### config.mk
export PLATFORM = sky130hd
export DESIGN_NAME = receive_window_nack_tracker_top
export DESIGN_NICKNAME = d
export VERILOG_FILES = /design/src/rtl/rwnt_pkg.sv /design/src/rtl/receive_window_nack_tracker_top.sv /design/src/rtl/rwnt_ctrl.sv /design/src/rtl/rwnt_dpath.sv
export SDC_FILE = /design/constraint.sdc
export NUM_CORES = 2
export LEC_CHECK = 0
export ABC_AREA = 0
export BUFFER_PORTS_ARGS = -buffer_cell sky130_fd_sc_hd__buf_2
export CAP_MARGIN = 15
export CORE_MARGIN = 1.5
export CORE_UTILIZATION = 35
export CTS_CLUSTER_DIAMETER = 80
export DETAILED_ROUTE_END_ITERATION = 12
export PLACE_DENSITY = 0.45
export SETUP_SLACK_MARGIN = 0.05
export SLEW_MARGIN = 20
export SYNTH_ARGS = -nofsm -noshare
export SYNTH_HDL_FRONTEND = slang
export SYNTH_HIERARCHICAL = 1
export SYNTH_SLANG_ARGS = --single-unit
### constraint.sdc
create_clock -name clk -period 51.2 [get_ports clk]
set_input_delay 2.56 -clock clk [delete_from_list [all_inputs] [get_ports clk]]
set_output_delay 2.56 -clock clk [all_outputs]
set_load 0.02 [all_outputs]
### src/rtl/rwnt_pkg.sv
// Shared types and constants for the receive window NACK tracker.
`timescale 1ns / 1ps
`default_nettype none
package rwnt_pkg;

  localparam int SEQ_BITS_DEF     = 10;
  localparam int CHANNEL_BITS_DEF = 4;
  localparam int WORD_W           = 16;
  localparam int STATUS_W         = 4;
  localparam int LIMIT_W          = 6;
  localparam int CFG_DATA_W       = 8;
  localparam int CFG_INDEX_W      = 1;

  localparam logic [CFG_INDEX_W-1:0] CFG_LOCAL_CHANNEL = 1'b0;
  localparam logic [CFG_INDEX_W-1:0] CFG_REPORT_LIMIT  = 1'b1;
  localparam logic [LIMIT_W-1:0]     LIMIT_RESET       = 6'd63;

  typedef enum logic [1:0] {
    MODE_ARRIVE  = 2'd0,
    MODE_CONSUME = 2'd1,
    MODE_REPORT  = 2'd2,
    MODE_NONE    = 2'd3
  } mode_t;

  typedef enum logic [STATUS_W-1:0] {
    RS_NEW        = 4'd0,
    RS_DUPLICATE  = 4'd1,
    RS_STALE      = 4'd2,
    RS_MISMATCH   = 4'd3,
    RS_TOO_FAR    = 4'd4,
    RS_DELIVERED  = 4'd5,
    RS_NONE_READY = 4'd6,
    RS_REPORT     = 4'd7,
    RS_OVERFLOW   = 4'd8
  } rslt_t;

  typedef enum logic [2:0] {
    ADR_SEQ,
    ADR_NEXT,
    ADR_DU,
    ADR_PTR,
    ADR_PTR_INC
  } addr_sel_t;

  typedef enum logic [2:0] {
    PTR_HOLD,
    PTR_INC,
    PTR_NEWEST_INC,
    PTR_DU
  } ptr_op_t;

  typedef enum logic [1:0] {
    WSEL_RUN,
    WSEL_SAT,
    WSEL_FINAL
  } wsel_t;

  typedef enum logic [3:0] {
    ST_CLEAR,
    ST_IDLE,
    ST_DECODE,
    ST_A_CHK,
    ST_FWD,
    ST_C_CHK,
    ST_R_OUTER,
    ST_R_OCHK,
    ST_R_INNER,
    ST_R_ICHK
  } state_t;

  typedef struct packed {
    logic      latch;
    logic      mem_rd;
    logic      mem_wr;
    logic      wr_bit;
    addr_sel_t asel;
    ptr_op_t   pop;
    logic      set_rr;
    logic      newest_to_seq;
    logic      du_adv;
    logic      start_ld;
    logic      cnt_clr;
    logic      cnt_inc;
    logic      n_clr;
    logic      emit;
    rslt_t     est;
    wsel_t     wsel;
    logic      elast;
    logic      report;
  } cmd_t;

  typedef struct packed {
    mode_t mode;
    logic  chan_ok;
    logic  in_win;
    logic  fwd;
    logic  too_far;
    logic  rd_bit;
    logic  ptr_all_ones;
    logic  ptr_at_seq;
    logic  ptr_at_newest;
    logic  ptr_inc_newest;
    logic  cnt_full;
    logic  over;
    logic  out_free;
  } dp_sts_t;

endpackage
`default_nettype wire

### src/rtl/receive_window_nack_tracker_top.sv
// Each request is taken in IDLE and decoded in DECODE. A mismatch, stale or too-far arrive
// is answered from DECODE; an in-window arrive checks its slot in A_CHK, a consume in C_CHK;
// a forward jump clears each skipped slot in FWD. A NACK report walks the window slot by slot
// and ends with the final word; a full output register stalls each emit. One request is
// processed at a time. A finished result waits in the output register while the next request is taken.
// After reset the bitmap is swept clear first, one slot per cycle, over all 2^SEQ_BITS slots.
`timescale 1ns / 1ps
`default_nettype none
module receive_window_nack_tracker_top
  import rwnt_pkg::*;
#(
  parameter int SEQ_BITS     = SEQ_BITS_DEF,
  parameter int CHANNEL_BITS = CHANNEL_BITS_DEF,
  localparam int IN_TDATA_W  = ((SEQ_BITS + CHANNEL_BITS + 7) / 8) * 8,
  localparam int OUT_TDATA_W = ((WORD_W + SEQ_BITS + 7) / 8) * 8
) (
  input  wire logic                   clk,
  input  wire logic                   rst_n,
  input  wire logic                   in_tvalid,
  output logic                        in_tready,
  input  wire logic [IN_TDATA_W-1:0]  in_tdata,   // seq, channel
  input  wire logic [1:0]             in_tuser,   // mode
  output logic                        out_tvalid,
  input  wire logic                   out_tready,
  output logic [OUT_TDATA_W-1:0]      out_tdata,  // word, delivered_seq
  output logic [STATUS_W-1:0]         out_tuser,  // status
  output logic                        out_tlast,
  input  wire logic                   cfg_valid,
  output logic                        cfg_ready,
  input  wire logic [CFG_INDEX_W-1:0] cfg_index,
  input  wire logic [CFG_DATA_W-1:0]  cfg_data
);

  cmd_t                cmd;
  dp_sts_t             sts;
  logic [WORD_W-1:0]   word;
  logic [SEQ_BITS-1:0] deliv;

  assign cfg_ready = 1'b1;

  rwnt_ctrl u_ctrl (
    .clk       (clk),
    .rst_n     (rst_n),
    .in_tvalid (in_tvalid),
    .in_tready (in_tready),
    .sts       (sts),
    .cmd       (cmd)
  );

  rwnt_dpath #(
    .SEQ_BITS     (SEQ_BITS),
    .CHANNEL_BITS (CHANNEL_BITS)
  ) u_dpath (
    .clk        (clk),
    .rst_n      (rst_n),
    .cmd        (cmd),
    .sts        (sts),
    .in_mode    (in_tuser),
    .in_seq     (in_tdata[SEQ_BITS-1:0]),
    .in_chan    (in_tdata[SEQ_BITS+CHANNEL_BITS-1:SEQ_BITS]),
    .cfg_valid  (cfg_valid),
    .cfg_index  (cfg_index),
    .cfg_data   (cfg_data),
    .out_tready (out_tready),
    .out_valid  (out_tvalid),
    .out_status (out_tuser),
    .out_word   (word),
    .out_deliv  (deliv),
    .out_last   (out_tlast)
  );

  assign out_tdata = OUT_TDATA_W'({deliv, word});

endmodule
`default_nettype wire

### src/rtl/rwnt_ctrl.sv
// Controller state machine for the receive window NACK tracker.
`timescale 1ns / 1ps
`default_nettype none
module rwnt_ctrl
  import rwnt_pkg::*;
(
  input  wire logic    clk,
  input  wire logic    rst_n,
  input  wire logic    in_tvalid,
  output logic         in_tready,
  input  wire dp_sts_t sts,
  output cmd_t         cmd
);

  state_t state_r, state_nxt;

  always_ff @(posedge clk) begin
    if (!rst_n) begin
      state_r <= ST_CLEAR;
    end else begin
      state_r <= state_nxt;
    end
  end

  always_comb begin
    state_nxt = state_r;
    case (state_r)
      ST_CLEAR: begin
        if (sts.ptr_all_ones) state_nxt = ST_IDLE;
      end
      ST_IDLE: begin
        if (in_tvalid) state_nxt = ST_DECODE;
      end
      ST_DECODE: begin
        case (sts.mode)
          MODE_ARRIVE: begin
            if (!sts.chan_ok) begin
              if (sts.out_free) state_nxt = ST_IDLE;
            end else if (sts.in_win) begin
              state_nxt = ST_A_CHK;
            end else if (sts.fwd) begin
              state_nxt = ST_FWD;
            end else if (sts.out_free) begin
              state_nxt = ST_IDLE;
            end
          end
          MODE_CONSUME: state_nxt = ST_C_CHK;
          MODE_REPORT:  state_nxt = ST_R_OUTER;
          default:      state_nxt = ST_IDLE;
        endcase
      end
      ST_A_CHK, ST_C_CHK: begin
        if (sts.out_free) state_nxt = ST_IDLE;
      end
      ST_FWD: begin
        if (sts.ptr_at_seq && sts.out_free) state_nxt = ST_IDLE;
      end
      ST_R_OUTER: begin
        if (sts.ptr_at_newest) begin
          if (sts.out_free) state_nxt = ST_IDLE;
        end else begin
          state_nxt = ST_R_OCHK;
        end
      end
      ST_R_OCHK: begin
        state_nxt = sts.rd_bit ? ST_R_OUTER : ST_R_INNER;
      end
      ST_R_INNER: begin
        if (sts.ptr_inc_newest) begin
          if (sts.out_free) state_nxt = sts.over ? ST_IDLE : ST_R_OUTER;
        end else begin
          state_nxt = ST_R_ICHK;
        end
      end
      ST_R_ICHK: begin
        if (sts.rd_bit) begin
          if (sts.out_free) state_nxt = sts.over ? ST_IDLE : ST_R_OUTER;
        end else if (sts.cnt_full) begin
          if (sts.out_free) state_nxt = sts.over ? ST_IDLE : ST_R_INNER;
        end else begin
          state_nxt = ST_R_INNER;
        end
      end
      default: state_nxt = ST_IDLE;
    endcase
  end

  always_comb begin
    cmd = '0;
    cmd.asel = ADR_PTR;
    cmd.pop  = PTR_HOLD;
    cmd.est  = RS_NEW;
    cmd.wsel = WSEL_RUN;
    in_tready = 1'b0;
    case (state_r)
      ST_CLEAR: begin
        cmd.mem_wr = 1'b1;
        cmd.pop    = PTR_INC;
      end
      ST_IDLE: begin
        in_tready = 1'b1;
        cmd.latch = in_tvalid;
      end
      ST_DECODE: begin
        case (sts.mode)
          MODE_ARRIVE: begin
            if (!sts.chan_ok) begin
              cmd.set_rr = sts.out_free;
              cmd.emit   = sts.out_free;
              cmd.est    = RS_MISMATCH;
            end else if (sts.in_win) begin
              cmd.mem_rd = 1'b1;
              cmd.asel   = ADR_SEQ;
            end else if (sts.fwd) begin
              cmd.pop = PTR_NEWEST_INC;
            end else begin
              cmd.emit = sts.out_free;
              cmd.est  = sts.too_far ? RS_TOO_FAR : RS_STALE;
            end
          end
          MODE_CONSUME: begin
            cmd.mem_rd = 1'b1;
            cmd.asel   = ADR_NEXT;
          end
          MODE_REPORT: begin
            cmd.pop   = PTR_DU;
            cmd.n_clr = 1'b1;
          end
          default: ;
        endcase
      end
      ST_A_CHK: begin
        cmd.emit   = sts.out_free;
        cmd.est    = sts.rd_bit ? RS_DUPLICATE : RS_NEW;
        cmd.mem_wr = sts.out_free && !sts.rd_bit;
        cmd.wr_bit = 1'b1;
        cmd.asel   = ADR_SEQ;
      end
      ST_FWD: begin
        if (sts.ptr_at_seq) begin
          // land the new newest slot
          cmd.mem_wr        = sts.out_free;
          cmd.wr_bit        = 1'b1;
          cmd.asel          = ADR_SEQ;
          cmd.newest_to_seq = sts.out_free;
          cmd.emit          = sts.out_free;
          cmd.est           = RS_NEW;
        end else begin
          cmd.mem_wr = 1'b1;
          cmd.pop    = PTR_INC;
        end
      end
      ST_C_CHK: begin
        cmd.emit   = sts.out_free;
        cmd.est    = sts.rd_bit ? RS_DELIVERED : RS_NONE_READY;
        cmd.mem_wr = sts.out_free && sts.rd_bit;
        cmd.asel   = ADR_DU;
        cmd.du_adv = sts.out_free && sts.rd_bit;
      end
      ST_R_OUTER: begin
        if (sts.ptr_at_newest) begin
          cmd.emit   = sts.out_free;
          cmd.report = 1'b1;
          cmd.est    = RS_REPORT;
          cmd.wsel   = WSEL_FINAL;
          cmd.elast  = 1'b1;
        end else begin
          cmd.pop    = PTR_INC;
          cmd.mem_rd = 1'b1;
          cmd.asel   = ADR_PTR_INC;
        end
      end
      ST_R_OCHK: begin
        cmd.start_ld = !sts.rd_bit;
        cmd.cnt_clr  = !sts.rd_bit;
      end
      ST_R_INNER: begin
        if (sts.ptr_inc_newest) begin
          cmd.pop    = sts.out_free ? PTR_INC : PTR_HOLD;
          cmd.emit   = sts.out_free;
          cmd.report = 1'b1;
          cmd.est    = RS_REPORT;
        end else begin
          cmd.pop    = PTR_INC;
          cmd.mem_rd = 1'b1;
          cmd.asel   = ADR_PTR_INC;
        end
      end
      ST_R_ICHK: begin
        if (sts.rd_bit) begin
          cmd.emit   = sts.out_free;
          cmd.report = 1'b1;
          cmd.est    = RS_REPORT;
        end else if (sts.cnt_full) begin
          // split a saturated run and restart at this slot
          cmd.emit     = sts.out_free;
          cmd.report   = 1'b1;
          cmd.est      = RS_REPORT;
          cmd.wsel     = WSEL_SAT;
          cmd.start_ld = sts.out_free;
          cmd.cnt_clr  = sts.out_free;
        end else begin
          cmd.cnt_inc = 1'b1;
        end
      end
      default: ;
    endcase
  end

endmodule
`default_nettype wire

### src/rtl/rwnt_dpath.sv
// Datapath for the receive window NACK tracker: window state, bitmap and result register.
`timescale 1ns / 1ps
`default_nettype none
module rwnt_dpath
  import rwnt_pkg::*;
#(
  parameter int SEQ_BITS     = SEQ_BITS_DEF,
  parameter int CHANNEL_BITS = CHANNEL_BITS_DEF
) (
  input  wire logic                    clk,
  input  wire logic                    rst_n,
  input  wire cmd_t                    cmd,
  output dp_sts_t                      sts,
  input  wire logic [1:0]              in_mode,
  input  wire logic [SEQ_BITS-1:0]     in_seq,
  input  wire logic [CHANNEL_BITS-1:0] in_chan,
  input  wire logic                    cfg_valid,
  input  wire logic [CFG_INDEX_W-1:0]  cfg_index,
  input  wire logic [CFG_DATA_W-1:0]   cfg_data,
  input  wire logic                    out_tready,
  output logic                         out_valid,
  output logic [STATUS_W-1:0]          out_status,
  output logic [WORD_W-1:0]            out_word,
  output logic [SEQ_BITS-1:0]          out_deliv,
  output logic                         out_last
);

  localparam int SPACE      = 1 << SEQ_BITS;
  localparam int COUNT_BITS = WORD_W - SEQ_BITS;
  localparam logic [SEQ_BITS-1:0] HALF    = SEQ_BITS'(1) << (SEQ_BITS - 1);
  localparam logic [SEQ_BITS-1:0] QUARTER = SEQ_BITS'(1) << (SEQ_BITS - 2);

  logic                    mem [SPACE];
  logic                    rd_bit_r;
  logic [SEQ_BITS-1:0]     du_r, newest_r, ptr_r, ptr_nxt, start_r, seq_r, addr;
  logic [CHANNEL_BITS-1:0] chan_r, local_chan_r;
  logic [1:0]              mode_r;
  logic [COUNT_BITS-1:0]   cnt_r;
  logic [LIMIT_W-1:0]      n_r, limit_r;
  logic                    rr_r;
  logic                    out_valid_r, out_last_r;
  logic [STATUS_W-1:0]     out_status_r;
  logic [WORD_W-1:0]       out_word_r, word_sel;
  logic [SEQ_BITS-1:0]     out_deliv_r;
  logic [SEQ_BITS-1:0]     du_inc, ptr_inc, d_off, w_off, ahead, behind;
  logic                    over;

  assign du_inc  = du_r + SEQ_BITS'(1);
  assign ptr_inc = ptr_r + SEQ_BITS'(1);
  assign d_off   = seq_r - du_r;
  assign w_off   = newest_r - du_r;
  assign ahead   = seq_r - newest_r;
  assign behind  = du_r - seq_r;
  assign over    = (n_r >= limit_r);

  always_comb begin
    case (cmd.asel)
      ADR_SEQ:     addr = seq_r;
      ADR_NEXT:    addr = du_inc;
      ADR_DU:      addr = du_r;
      ADR_PTR_INC: addr = ptr_inc;
      default:     addr = ptr_r;
    endcase
  end

  always_comb begin
    case (cmd.pop)
      PTR_INC:        ptr_nxt = ptr_inc;
      PTR_NEWEST_INC: ptr_nxt = newest_r + SEQ_BITS'(1);
      PTR_DU:         ptr_nxt = du_r;
      default:        ptr_nxt = ptr_r;
    endcase
  end

  always_comb begin
    case (cmd.wsel)
      WSEL_SAT:   word_sel = {start_r, {COUNT_BITS{1'b1}}};
      WSEL_FINAL: word_sel = {ptr_inc, {COUNT_BITS{1'b0}}};
      default:    word_sel = {start_r, cnt_r};
    endcase
  end

  always_ff @(posedge clk) begin
    if (cmd.mem_wr) mem[addr] <= cmd.wr_bit;
    if (cmd.mem_rd) rd_bit_r <= mem[addr];
  end

  always_ff @(posedge clk) begin
    if (!rst_n) begin
      du_r         <= '1;
      newest_r     <= '1;
      ptr_r        <= '0;
      rr_r         <= 1'b0;
      local_chan_r <= '0;
      limit_r      <= LIMIT_RESET;
      out_valid_r  <= 1'b0;
    end else begin
      ptr_r <= ptr_nxt;
      if (cmd.du_adv)        du_r     <= du_inc;
      if (cmd.newest_to_seq) newest_r <= seq_r;
      if (cmd.set_rr)        rr_r     <= 1'b1;
      if (cfg_valid) begin
        case (cfg_index)
          CFG_LOCAL_CHANNEL: local_chan_r <= cfg_data[CHANNEL_BITS-1:0];
          CFG_REPORT_LIMIT:  limit_r      <= cfg_data[LIMIT_W-1:0];
          default: ;
        endcase
      end
      if (cmd.emit)      out_valid_r <= 1'b1;
      else if (out_tready) out_valid_r <= 1'b0;
    end
  end

  always_ff @(posedge clk) begin
    if (cmd.latch) begin
      mode_r <= in_mode;
      seq_r  <= in_seq;
      chan_r <= in_chan;
    end
    if (cmd.start_ld) start_r <= ptr_r;
    if (cmd.cnt_clr)      cnt_r <= '0;
    else if (cmd.cnt_inc) cnt_r <= cnt_r + COUNT_BITS'(1);
    if (cmd.n_clr) n_r <= '0;
    else if (cmd.emit && cmd.report && !over) n_r <= n_r + LIMIT_W'(1);
    if (cmd.emit) begin
      if (cmd.report && over) begin
        out_status_r <= RS_OVERFLOW;
        out_word_r   <= '0;
        out_last_r   <= 1'b1;
      end else begin
        out_status_r <= cmd.est;
        out_word_r   <= cmd.report ? word_sel : '0;
        out_last_r   <= cmd.report ? cmd.elast : 1'b1;
      end
      out_deliv_r <= (cmd.est == RS_DELIVERED) ? du_inc : '0;
    end
  end

  always_comb begin
    sts.mode           = mode_t'(mode_r);
    sts.chan_ok        = (chan_r == local_chan_r);
    sts.in_win         = (d_off <= w_off);
    sts.fwd            = (ahead < HALF);
    sts.too_far        = (behind > QUARTER);
    sts.rd_bit         = rd_bit_r;
    sts.ptr_all_ones   = &ptr_r;
    sts.ptr_at_seq     = (ptr_r == seq_r);
    sts.ptr_at_newest  = (ptr_r == newest_r);
    sts.ptr_inc_newest = (ptr_inc == newest_r);
    sts.cnt_full       = &cnt_r;
    sts.over           = over;
    sts.out_free       = !out_valid_r || out_tready;
  end

  assign out_valid  = out_valid_r;
  assign out_status = out_status_r;
  assign out_word   = out_word_r;
  assign out_deliv  = out_deliv_r;
  assign out_last   = out_last_r;

  a_rr_sticky: assert property (@(posedge clk) disable iff (!rst_n) rr_r |=> rr_r)
    else $error("reset request dropped");
  a_emit_free: assert property (@(posedge clk) disable iff (!rst_n)
    cmd.emit |-> (!out_valid_r || out_tready))
    else $error("result written over a pending one");
  a_one_port: assert property (@(posedge clk) disable iff (!rst_n)
    !(cmd.mem_rd && cmd.mem_wr))
    else $error("bitmap read and write in one cycle");
  a_du_only_on_deliver: assert property (@(posedge clk) disable iff (!rst_n)
    cmd.du_adv |-> (cmd.emit && cmd.est == RS_DELIVERED))
    else $error("window advanced without delivery");

endmodule
`default_nettype wire

==> run metrics <==
synth warn=6; TritonCTS clock tree=built; crit-path most repeated cell=o21ai_0; Leak Pwr=20.67 nW; Syn Inst Count=5047; layout cell share with drive strength beyond 1=9.181%; Fmax=0.08900 GHz; Root Buffer=clkbuf_16; Max Root-Sink Buffers=3; Placer Congestion=0.8279; max cap viols=0; post-synthesis area per instance=10.64 um2; crit-path max FO=110; Reg-to-Reg End=u_dpath/rd_bit_r$_DFFE_PP_; port bufs=60; final hold vios=0; area delta synth->final=11.54%; core area=152100 um2; initial antenna violation count=10; vias per cell=5.525; Hold WC Path Type=flop to flop; final setup TNS=0 ps; largest net degree at the start of global routing=242; drt pass-1 iters=5; max incr delay on CP=1070 ps; die height=394.6 um; die area=155700 um2; Tot Pwr=2.054 mW; Setup Crit Path Kind=flop to flop; final slew viol count=0; Startpoint Class=flop; final WL=182.8 mm; worst r2r path cells=36; crit path DAT=11570 ps; status=completed; DRC errors left=0; beginning of the worst hold path=u_dpath/limit_r[2]$_SDFFE_PN1P_; CP max-delay cell=nor4_1; clk_lat worst skew=790 ps; vias in the first global route=37.19k; Cell Pwr Density=34.31 nW/um2; reg2reg setup slack=39960 ps; Hold Buf Count CTS=0; routed vias=38.97k; Rows=143; TritonCTS Buffers=136; Post-Place Cells=6806; unrepaired setup endpoints after global routing=no; PostCTS Resize Cnt=0; final setup vio count=0; slew of the pin with the lowest slew margin=1278 ps; antenna-violating nets left=0; Reg clk slew, reported paths=60 ps; Setup crit end kind=flop; Finished Layout Cells=7052; Total GRT Usage=23.20%; cell area after synthesis=53680 um2; Starting Density=35.29%; total gr overflow=0; Final nets=5011; post-CTS setup buffer count=0; wire per inst=25.92 um; Worst R2R Start=u_dpath/du_r[1]$_SDFFE_PN1P_; fin crit share=21.94%; first-pass GRT wire length=265.5 mm; crit path time final=11240 ps; Worst Hold Depth=2; # H-tree levels=4; Worst Path Required=51540 ps; Worst IR Drop VDD=0.03351 mV; clk sinks=1139; clock skew=35.14 ps; Die Wd=394.6 um; Rel. slew slack=14.04%; DP HPWL=99.57 mm; IO Count=72; Detailed Route Iter0 Violations=3916; worst hold path endpoint=u_dpath/limit_r[2]$_SDFFE_PN1P_
-- per-layer routing --
layer	global-route usage [%]	vias up	part of all wire, %
met5	0	-	0.0088
met3	3.220	246	5.7
li1	-	17710	-
met1	32.25	19870	44
met2	37.54	1136	47
met4	7.060	4	2.8
-- critical path: cells and delay by family, from the launching register on --
kind                       cells  cell delay [ps]
DFF                            1              660
muxes                          1              420
buffers and inverters          5             1760
and+or+nand+nor               12             3960
xor gates and xnor gates       1               90
adders and majority gates      2              680
AOI/OAI and AO/OA             15             2940
-- flip-flops by register name (all words and copies together), names as in the netlist --
signal and flops:
u_dpath/mem 1024, u_dpath/out_word 16, u_dpath/du_r 10, u_dpath/newest_r 10, u_dpath/out_deliv 10, u_dpath/ptr_r 10
u_dpath/seq_r 10, u_dpath/start_r 10, u_dpath/cnt_r 6, u_dpath/limit_r 6, u_dpath/n_r 6, u_ctrl/state_r 4
u_dpath/chan_r 4, u_dpath/local_chan_r 4, u_dpath/out_status 4, u_dpath/mode_r 2, u_dpath/out_last 1, u_dpath/out_valid 1
u_dpath/rd_bit_r 1
-- report_power, final --
group	internal (mW)	switching [mW]	leakage, nW	total (mW)
Clock	0.516	0.400	2.00	0.915
Combinational	0.0296	0.101	6.44	0.130
Sequential	1.01	0.00242	12.2	1.01
Total	1.55	0.503	20.7	2.05
-- layout by cell type (no fill, tap or decap), types with 11 or more instances in the layout --
cell type     n
nor2_1     1101
edfxtp_1   1082
nand2_1     720
a21oi_1     263
nand3_1     160
clkbuf_16   139
buf_4       137
and3_1       99
a22oi_1      97
a211oi_1     75
inv_1        63
ha_1         63
buf_2        60
nand4_1      57
dfxtp_1      57
a31oi_1      52
o21ai_0      51
xnor2_1      51
clkbuf_1     48
a311oi_1     45
mux2i_1      41
xor2_1       33
nand2_2      32
clkinv_1     29
a221oi_1     28
nand2b_1     27
a32oi_1      25
o211ai_1     24
a32o_1       24
nor2b_1      23
a21o_1       20
a22o_1       17
nor3_1       16
o21a_1       16
nor4_1       15
o22ai_1      15
clkinv_2     11
-- worst max path at each step --
stage                                  startpoint                          to  slack, ps  depth (start not counted)
finish               u_dpath/du_r[1]$_SDFFE_PN1P_  u_dpath/rd_bit_r$_DFFE_PP_      39960                         36
global route         u_dpath/du_r[1]$_SDFFE_PN1P_  u_dpath/rd_bit_r$_DFFE_PP_      39300                         37
CTS                  u_dpath/du_r[1]$_SDFFE_PN1P_  u_dpath/rd_bit_r$_DFFE_PP_      40060                         37
detailed placement   u_dpath/du_r[1]$_SDFFE_PN1P_  u_dpath/rd_bit_r$_DFFE_PP_      40100                         37
global placement     u_dpath/du_r[1]$_SDFFE_PN1P_  u_dpath/rd_bit_r$_DFFE_PP_      40030                         37
floorplan           u_dpath/ptr_r[4]$_SDFFE_PN0P_    u_dpath/mem[0]$_DFFE_PP_      16630                          6
-- stage by stage --
stage                     hold WS, ps  setup slack, ps  instance area [um2]  utilization (%)
final                           504.5            39960                59870            39.37
after global routing            525.1            39300                59870            39.37
after CTS                       512.0            40060                59820            39.33
after detailed placement        500.8            40100                55690            36.62
after global placement          498.6            40030                55670            36.61
after floorplan                 406.4            16630                53700                -
-- cell type report --
cell class,instances,area (um2)
multi-input combinational,3372,17930
clock inverter,57,452.9
timing repair buffer,201,1400
antenna,1,2.502
sequential,1139,33630
fill,15220,92210
inverter,64,240.2
tap,2030,2540
clock buffer,188,3672
(Power assumes the default switching activity.)
